$ cat src/hdl/anchored_rect_chain_resolver_defines.svh
// Assertion macros shared by the region chain resolver RTL.
// Depends on a clock named clk and an active-low reset named rst_n in the including module.
`ifndef ANCHORED_RECT_CHAIN_RESOLVER_DEFINES_SVH
`define ANCHORED_RECT_CHAIN_RESOLVER_DEFINES_SVH

`ifndef SYNTHESIS
`define ARCR_ASSERT_IMPL(name, ante, cons) \
    name: assert property (@(posedge clk) disable iff (!rst_n) (ante) |-> (cons)) \
        else $error("assertion failed");
`define ARCR_ASSERT_NEXT(name, ante, cons) \
    name: assert property (@(posedge clk) disable iff (!rst_n) (ante) |=> (cons)) \
        else $error("assertion failed");
`else
`define ARCR_ASSERT_IMPL(name, ante, cons)
`define ARCR_ASSERT_NEXT(name, ante, cons)
`endif

`endif

$ cat src/hdl/arcr_pkg.sv
// Shared types and constants of the region chain resolver.
// No dependencies.
package arcr_pkg;

    localparam logic MODE_WRITE = 1'b0;

    localparam logic [7:0] TYPE_TL   = 8'd1;
    localparam logic [7:0] TYPE_BR   = 8'd2;
    localparam logic [7:0] TYPE_TR   = 8'd3;
    localparam logic [7:0] TYPE_BL   = 8'd4;
    localparam logic [7:0] TYPE_SIZE = 8'd9;
    localparam logic [7:0] TYPE_PASS = 8'd10;

    typedef enum logic [2:0] {
        ST_OK          = 3'd0,
        ST_UNKNOWN     = 3'd1,
        ST_CYCLE       = 3'd2,
        ST_BAD_PARENT  = 3'd3,
        ST_UNSUPPORTED = 3'd4
    } arcr_status_t;

    typedef struct packed {
        logic        valid;
        logic [7:0]  anchor;
        logic [7:0]  parent;
        logic [15:0] off_a;
        logic [15:0] off_b;
    } arcr_entry_t;

    typedef struct packed {
        arcr_status_t status;
        logic         has_rect;
        logic [15:0]  left_x;
        logic [15:0]  top_y;
        logic [15:0]  width;
        logic [15:0]  height;
    } arcr_result_t;

    function automatic arcr_result_t err_result(input arcr_status_t code);
        arcr_result_t res;
        res = '0;
        res.status = code;
        return res;
    endfunction

endpackage

$ cat src/hdl/arcr_walk.sv
// Control of the resolver: table clearing, record writes and the upward parent walk.
// Depends on arcr_pkg and drives the record memory in arcr_table.
`include "anchored_rect_chain_resolver_defines.svh"

module arcr_walk #(
    parameter int TABLE_ENTRIES = 256,
    parameter int WALK_LIMIT = 32,
    localparam int IDX_W = $clog2(TABLE_ENTRIES),
    localparam int STEP_W = $clog2(WALK_LIMIT + 1)
) (
    input  logic                   clk,
    input  logic                   rst_n,
    input  logic                   in_valid,
    output logic                   in_stall,
    input  logic                   mode,
    input  logic [7:0]             node_id,
    input  logic [7:0]             anchor_type,
    input  logic [7:0]             parent_id,
    input  logic signed [15:0]     offset_a,
    input  logic signed [15:0]     offset_b,
    output logic                   mem_we,
    output logic [IDX_W-1:0]       mem_waddr,
    output arcr_pkg::arcr_entry_t  mem_wdata,
    output logic                   mem_re,
    output logic [IDX_W-1:0]       mem_raddr,
    input  arcr_pkg::arcr_entry_t  rd_data,
    output logic                   res_valid,
    input  logic                   res_take,
    output arcr_pkg::arcr_result_t res
);
    import arcr_pkg::*;

    typedef enum logic [4:0] {
        S_CLEAR = 5'b00001,
        S_IDLE  = 5'b00010,
        S_WALK  = 5'b00100,
        S_PLACE = 5'b01000,
        S_DONE  = 5'b10000
    } walk_state_t;

    walk_state_t        state_reg, state_next;
    logic [IDX_W-1:0]   clr_cnt_reg, clr_cnt_next;
    logic [STEP_W-1:0]  steps_reg, steps_next;
    logic [STEP_W-1:0]  steps_dec;
    logic [STEP_W-1:0]  nx_reg, nx_next;
    logic [STEP_W-1:0]  ny_reg, ny_next;
    logic [15:0]        sum_a_reg, sum_a_next;
    logic [15:0]        sum_b_reg, sum_b_next;
    logic [15:0]        w_reg, w_next;
    logic [15:0]        h_reg, h_next;
    logic [15:0]        prod_x, prod_y;
    arcr_result_t       res_reg, res_next;

    function automatic logic id_ok(input logic [7:0] id);
        return int'(id) < TABLE_ENTRIES;
    endfunction

    assign in_stall  = (state_reg != S_IDLE);
    assign res_valid = (state_reg == S_DONE);
    assign res       = res_reg;
    assign steps_dec = steps_reg - STEP_W'(1);

    // Type 2/3 records move the left edge by one minus the width; 2/4 likewise in y.
    assign prod_x = 16'(nx_reg) * (16'd1 - w_reg);
    assign prod_y = 16'(ny_reg) * (16'd1 - h_reg);

    always_comb
    begin
        state_next   = state_reg;
        clr_cnt_next = clr_cnt_reg;
        steps_next   = steps_reg;
        nx_next      = nx_reg;
        ny_next      = ny_reg;
        sum_a_next   = sum_a_reg;
        sum_b_next   = sum_b_reg;
        w_next       = w_reg;
        h_next       = h_reg;
        res_next     = res_reg;
        mem_we       = 1'b0;
        mem_waddr    = clr_cnt_reg;
        mem_wdata    = '0;
        mem_re       = 1'b0;
        mem_raddr    = IDX_W'(node_id);

        case (state_reg)
            S_CLEAR:
            begin
                mem_we = 1'b1;
                if (clr_cnt_reg == IDX_W'(TABLE_ENTRIES - 1))
                begin
                    state_next = S_IDLE;
                end
                else
                begin
                    clr_cnt_next = clr_cnt_reg + IDX_W'(1);
                end
            end
            S_IDLE:
            begin
                if (in_valid)
                begin
                    if (mode == MODE_WRITE)
                    begin
                        mem_we           = id_ok(node_id);
                        mem_waddr        = IDX_W'(node_id);
                        mem_wdata.valid  = 1'b1;
                        mem_wdata.anchor = anchor_type;
                        mem_wdata.parent = parent_id;
                        mem_wdata.off_a  = offset_a;
                        mem_wdata.off_b  = offset_b;
                        res_next         = err_result(ST_OK);
                        state_next       = S_DONE;
                    end
                    else
                    begin
                        steps_next = STEP_W'(WALK_LIMIT);
                        nx_next    = '0;
                        ny_next    = '0;
                        sum_a_next = '0;
                        sum_b_next = '0;
                        if (!id_ok(node_id))
                        begin
                            res_next   = err_result(ST_UNKNOWN);
                            state_next = S_DONE;
                        end
                        else
                        begin
                            mem_re     = 1'b1;
                            state_next = S_WALK;
                        end
                    end
                end
            end
            S_WALK:
            begin
                mem_raddr = IDX_W'(rd_data.parent);
                if (!rd_data.valid)
                begin
                    res_next   = err_result(ST_UNKNOWN);
                    state_next = S_DONE;
                end
                else
                begin
                    steps_next = steps_dec;
                    case (rd_data.anchor)
                        TYPE_SIZE:
                        begin
                            w_next     = rd_data.off_a;
                            h_next     = rd_data.off_b;
                            state_next = S_PLACE;
                        end
                        TYPE_TL, TYPE_BR, TYPE_TR, TYPE_BL, TYPE_PASS:
                        begin
                            if (rd_data.anchor != TYPE_PASS)
                            begin
                                sum_a_next = sum_a_reg + rd_data.off_a;
                                sum_b_next = sum_b_reg + rd_data.off_b;
                                if (rd_data.anchor == TYPE_BR || rd_data.anchor == TYPE_TR)
                                begin
                                    nx_next = nx_reg + STEP_W'(1);
                                end
                                if (rd_data.anchor == TYPE_BR || rd_data.anchor == TYPE_BL)
                                begin
                                    ny_next = ny_reg + STEP_W'(1);
                                end
                            end
                            if (rd_data.parent == 8'd0)
                            begin
                                res_next   = err_result(ST_BAD_PARENT);
                                state_next = S_DONE;
                            end
                            else if (steps_dec == '0)
                            begin
                                res_next   = err_result(ST_CYCLE);
                                state_next = S_DONE;
                            end
                            else if (!id_ok(rd_data.parent))
                            begin
                                res_next   = err_result(ST_UNKNOWN);
                                state_next = S_DONE;
                            end
                            else
                            begin
                                mem_re = 1'b1;
                            end
                        end
                        default:
                        begin
                            res_next   = err_result(ST_UNSUPPORTED);
                            state_next = S_DONE;
                        end
                    endcase
                end
            end
            S_PLACE:
            begin
                res_next.status   = ST_OK;
                res_next.has_rect = 1'b1;
                res_next.left_x   = sum_a_reg + prod_x;
                res_next.top_y    = sum_b_reg + prod_y;
                res_next.width    = w_reg;
                res_next.height   = h_reg;
                state_next        = S_DONE;
            end
            S_DONE:
            begin
                if (res_take)
                begin
                    state_next = S_IDLE;
                end
            end
            default:
            begin
                state_next = S_IDLE;
            end
        endcase
    end

    always_ff @(posedge clk or negedge rst_n)
    begin
        if (!rst_n)
        begin
            state_reg   <= S_CLEAR;
            clr_cnt_reg <= '0;
            steps_reg   <= '0;
        end
        else
        begin
            state_reg   <= state_next;
            clr_cnt_reg <= clr_cnt_next;
            steps_reg   <= steps_next;
        end
    end

    always_ff @(posedge clk)
    begin
        nx_reg    <= nx_next;
        ny_reg    <= ny_next;
        sum_a_reg <= sum_a_next;
        sum_b_reg <= sum_b_next;
        w_reg     <= w_next;
        h_reg     <= h_next;
        res_reg   <= res_next;
    end

    `ARCR_ASSERT_IMPL(a_walk_has_steps, state_reg == S_WALK, steps_reg != '0)
    `ARCR_ASSERT_IMPL(a_no_read_on_write, mem_we, !mem_re)
    `ARCR_ASSERT_NEXT(a_result_holds, res_valid && !res_take, res_valid && $stable(res_reg))
    `ARCR_ASSERT_NEXT(a_place_ok, state_reg == S_PLACE, res_reg.status == ST_OK && res_reg.has_rect)

endmodule

$ cat config.mk
export PLATFORM = sky130hd
export DESIGN_NAME = arcr_walk
export DESIGN_NICKNAME = d
export VERILOG_FILES = /design/src/hdl/arcr_pkg.sv /design/src/hdl/arcr_walk.sv
export VERILOG_INCLUDE_DIRS = /design/src /design/src/hdl
export SDC_FILE = /design/constraint.sdc
export NUM_CORES = 1
export LEC_CHECK = 0
export ABC_AREA = 1
export BUFFER_PORTS_ARGS = -buffer_cell sky130_fd_sc_hd__buf_4
export CORE_UTILIZATION = 55
export DETAILED_ROUTE_END_ITERATION = 10
export MAX_ROUTING_LAYER = met4
export PLACE_DENSITY = 0.75
export SKIP_CTS_REPAIR_TIMING = 1
export SYNTH_ARGS = -nofsm -noshare
export SYNTH_HDL_FRONTEND = slang
export SYNTH_SLANG_ARGS = --single-unit
$ cat constraint.sdc
create_clock -name clk -period 6.8 [get_ports clk]
set_input_delay 1.36 -clock clk [delete_from_list [all_inputs] [get_ports clk]]
set_output_delay 1.36 -clock clk [all_outputs]
set_load 0.01 [all_outputs]
==> summary.md <==
| Metric | Value |
|---|---|
| Crit Reg-Reg Endpoint | res[47]$_DFFE_PP_ |
| Top_reg_cell synth | edfxtp_1 |
| Grt ovf | 0 |
| Global-route wire length before repair | about 63 mm |
| Worst reg-to-reg setup slack | approximately 0.94 ns |
| CTS tree | done |
| Worst skew pair latency | around 0.44 ns |
| Setup TNS | 0 ns |
| Seq cells post-synth | approximately 160 |
| Clk_skew | ~0.011 ns |
| Kind of critical path | flip-flop to flip-flop |
| ANT nets after route | 0 |
| Core Area | approximately 25,000 sq um |
| Residual DRC count | 0 |
| Vias per inst | roughly 5.4 |
| Fill cells | between 2,000 and 2,500 |
| Die area | ~27,000 sq um |
| Routed WL per cell | 17.3 um |
| Worst slew pin tran | ~1.2 ns |
| Setup crit end | res[47]$_DFFE_PP_ |
| Sequential fraction of the synthesis area | between 30% and 40% |
| Clock Sinks | approximately 160 |
| Fmax | 171 MHz |
| Die width | around 160 um |
| Detailed placement HPWL | 32.0 mm |
| IO buf count | between 200 and 250 |
| # Max-Cap Violations | 0 |
| Post-synth EDFFs | between 100 and 150 |
| Row count | 58 |
| Synth-to-Final Area Change | 19.2% |
| Cells after synthesis | ~1,700 |
| Cts bufs inserted | 17 |
| Slew margin rel. | approximately a fifth |
| Synthesized area | between 10,000 and 15,000 sq um |
| Final Critical Period | roughly 6 ns |
| Crit path from | h_reg[1]$_DFFE_PP_ |
| Largest net degree at the start of global routing | between 60 and 70 |
| Worst Path Arrival | around 6.1 ns |
| Fin. Hold Viols | 0 |
| IO Count | roughly 250 |
| Unrepaired setup endpoints after global routing | false |
| Status | finished, final reports clean |
| Vias | ~12,000 |
| Drt total wl | a little under 40 mm |
| Antenna violations before repair | 1 |
| Synth unique cells | 48 |
| Layout Nets | between 2,000 and 2,500 |
| CP startpoint kind | flip-flop |
| Vias in the first global route | 12,300 |
| Gr usage total | about a third |
| CTS Buffer Depth | 2 |
| FF-to-FF Start | h_reg[1]$_DFFE_PP_ |
| Clock-pin slew on the worst setup and hold paths | about 0.070 ns |
| Element type at the critical path end | flip-flop |
| 1st-iter DRT viols | 897 |
| Cell depth of the worst flop-to-flop path | 21 |
| Worst-path maximum fanout | 7 |
| Synthesis Warnings | 0 |
| Crit share post-route | 86.1% |
| Starting Density | a little under three fifths |
| Min-Delay Path Class | flip-flop to flip-flop |
| Required @ worst endpoint | 6.99 ns |
| Die Height | around 160 um |
| Asr flop ratio synth | about an eighth |
| Final setup viols | 0 |
| Max reg flops | 68 |
| H-tree lvl count | 4 |
| Synth Area per Inst | 8.33 sq um |
| Final Max Tran Viols | 0 |
| Area of the multi-input gates | roughly 8000 sq um |
| Layout cell share with drive strength beyond 1 | 16.8% |
| Synthesized net count | between 2,000 and 2,500 |
| RD Place Congestion | roughly 0.94 |
| Worst hold start | clr_cnt_reg[7]$_DFFE_PN0P_ |
| FF/Latch Area | ~4800 sq um |
| Drt pass-1 iters | 5 |
| Root Driver | clkbuf_16 |
## metrics by stage
| step | hold slack [ns] | setup slack, ns | instance area [sq um] | utilization (%) | instances |
|---|---|---|---|---|---|
| floorplan | 0.467 | 1.33 | 14300 | - | 1713 |
| global placement | 0.494 | 1.24 | 16500 | 65.1 | 2264 |
| detailed placement | 0.503 | 1.12 | 16500 | 65.1 | 2264 |
| CTS | 0.514 | 1.06 | 17000 | 67.2 | 2296 |
| global route | 0.535 | 0.616 | 17000 | 67.2 | 2297 |
| finish | 0.509 | 0.944 | 17000 | 67.2 | 2297 |
## kinds of logic after synthesis
group / count (synthesis) / synth area share (%)
AND/OR/NAND/NOR: 656 / 20.3
buffers and inverters: 433 / 11.5
flip-flops: 163 / 33.6
XOR/XNOR: 33 / 2.02
adder cells (fa/ha/maj): 199 / 23.5
AO/OA/AOI/OAI: 229 / 9.03
## cell usage in the layout (no fill, tap or decap), types with 6 or more instances in the layout
cell | Yosys | final
clkbuf_16 | 0 | 17
o21a_1 | 6 | 6
buf_4 | 0 | 252
fa_1 | 116 | 116
inv_1 | 386 | 386
xor2_1 | 25 | 25
a21oi_1 | 96 | 96
edfxtp_1 | 144 | 144
nand4_1 | 19 | 19
inv_2 | 12 | 12
nor3_1 | 26 | 26
o21ai_0 | 78 | 78
dfrtp_1 | 18 | 18
clkinv_1 | 4 | 6
nor2_1 | 283 | 280
a21o_1 | 7 | 7
nand2_1 | 218 | 217
ha_1 | 83 | 83
nor2_4 | 4 | 6
o31ai_1 | 7 | 7
nand2_2 | 10 | 11
nor4_1 | 6 | 6
o21bai_1 | 11 | 11
xnor2_1 | 8 | 8
nand3_1 | 69 | 69
## routing by layer
| layer | GRT usage, % | wire (um) | up-vias |
|---|---|---|---|
| li1 | - | - | 5901 |
| met1 | 39.8 | 16000 | 5751 |
| met2 | 50.6 | 18400 | 553 |
| met3 | 5.84 | 3080 | 93 |
| met4 | 17.5 | 2150 | 0 |
| met5 | - | 0 | - |
## cell usage after synthesis (8+ instances only)
| master | instances | area, sq um |
|---|---|---|
| inv_1 | 386 | 1450 |
| nor2_1 | 283 | 1060 |
| nand2_1 | 218 | 818 |
| edfxtp_1 | 144 | 4320 |
| fa_1 | 116 | 2320 |
| a21oi_1 | 96 | 480 |
| ha_1 | 83 | 1040 |
| o21ai_0 | 78 | 390 |
| nand3_1 | 69 | 345 |
| nor3_1 | 26 | 130 |
| xor2_1 | 25 | 219 |
| clkbuf_1 | 22 | 82.6 |
| nand4_1 | 19 | 119 |
| dfrtp_1 | 18 | 450 |
| inv_2 | 12 | 45.0 |
| o21bai_1 | 11 | 82.6 |
| nand2_2 | 10 | 62.6 |
| buf_2 | 8 | 40.0 |
| xnor2_1 | 8 | 70.1 |
## final cells by class
class | count | share of cell area [%]
antenna | 1 | 0.0147
tap | 330 | 2.43
clock inverter | 13 | 0.596
inverter | 402 | 8.87
clock buffer | 19 | 2.54
sequential | 163 | 28.2
multi-input combinational | 1117 | 46.2
timing repair buffer | 252 | 11.1
## worst max-delay path: stages, from the launching register on
cell	delay, ns
edfxtp_1	0.48
inv_2	0.14
ha_1	0.21
nand2_2	0.11
nor2_4	0.15
nand3_1	0.15
xor2_1	0.47
nor2_1	0.12
fa_1	0.56
fa_1	0.45
fa_1	0.57
inv_1	0.06
fa_1	0.50
inv_1	0.04
ha_1	0.35
a21oi_1	0.19
o21a_1	0.19
o221ai_1	0.13
a31oi_1	0.48
nand3_1	0.14
nand2_1	0.08
nor2_1	0.04
## worst min path at each step
stage / endpoint / slack [ns] / cells past startpoint
after floorplan: clr_cnt_reg[7]$_DFFE_PN0P_ / 0.47 / 1
after global placement: clr_cnt_reg[7]$_DFFE_PN0P_ / 0.49 / 1
after detailed placement: clr_cnt_reg[7]$_DFFE_PN0P_ / 0.50 / 1
after CTS: clr_cnt_reg[7]$_DFFE_PN0P_ / 0.51 / 1
after global routing: clr_cnt_reg[7]$_DFFE_PN0P_ / 0.54 / 1
final: clr_cnt_reg[7]$_DFFE_PN0P_ / 0.51 / 1
Power is not shown: default switching activity piles up to over one toggle a cycle in this logic, so the estimate is an artifact.
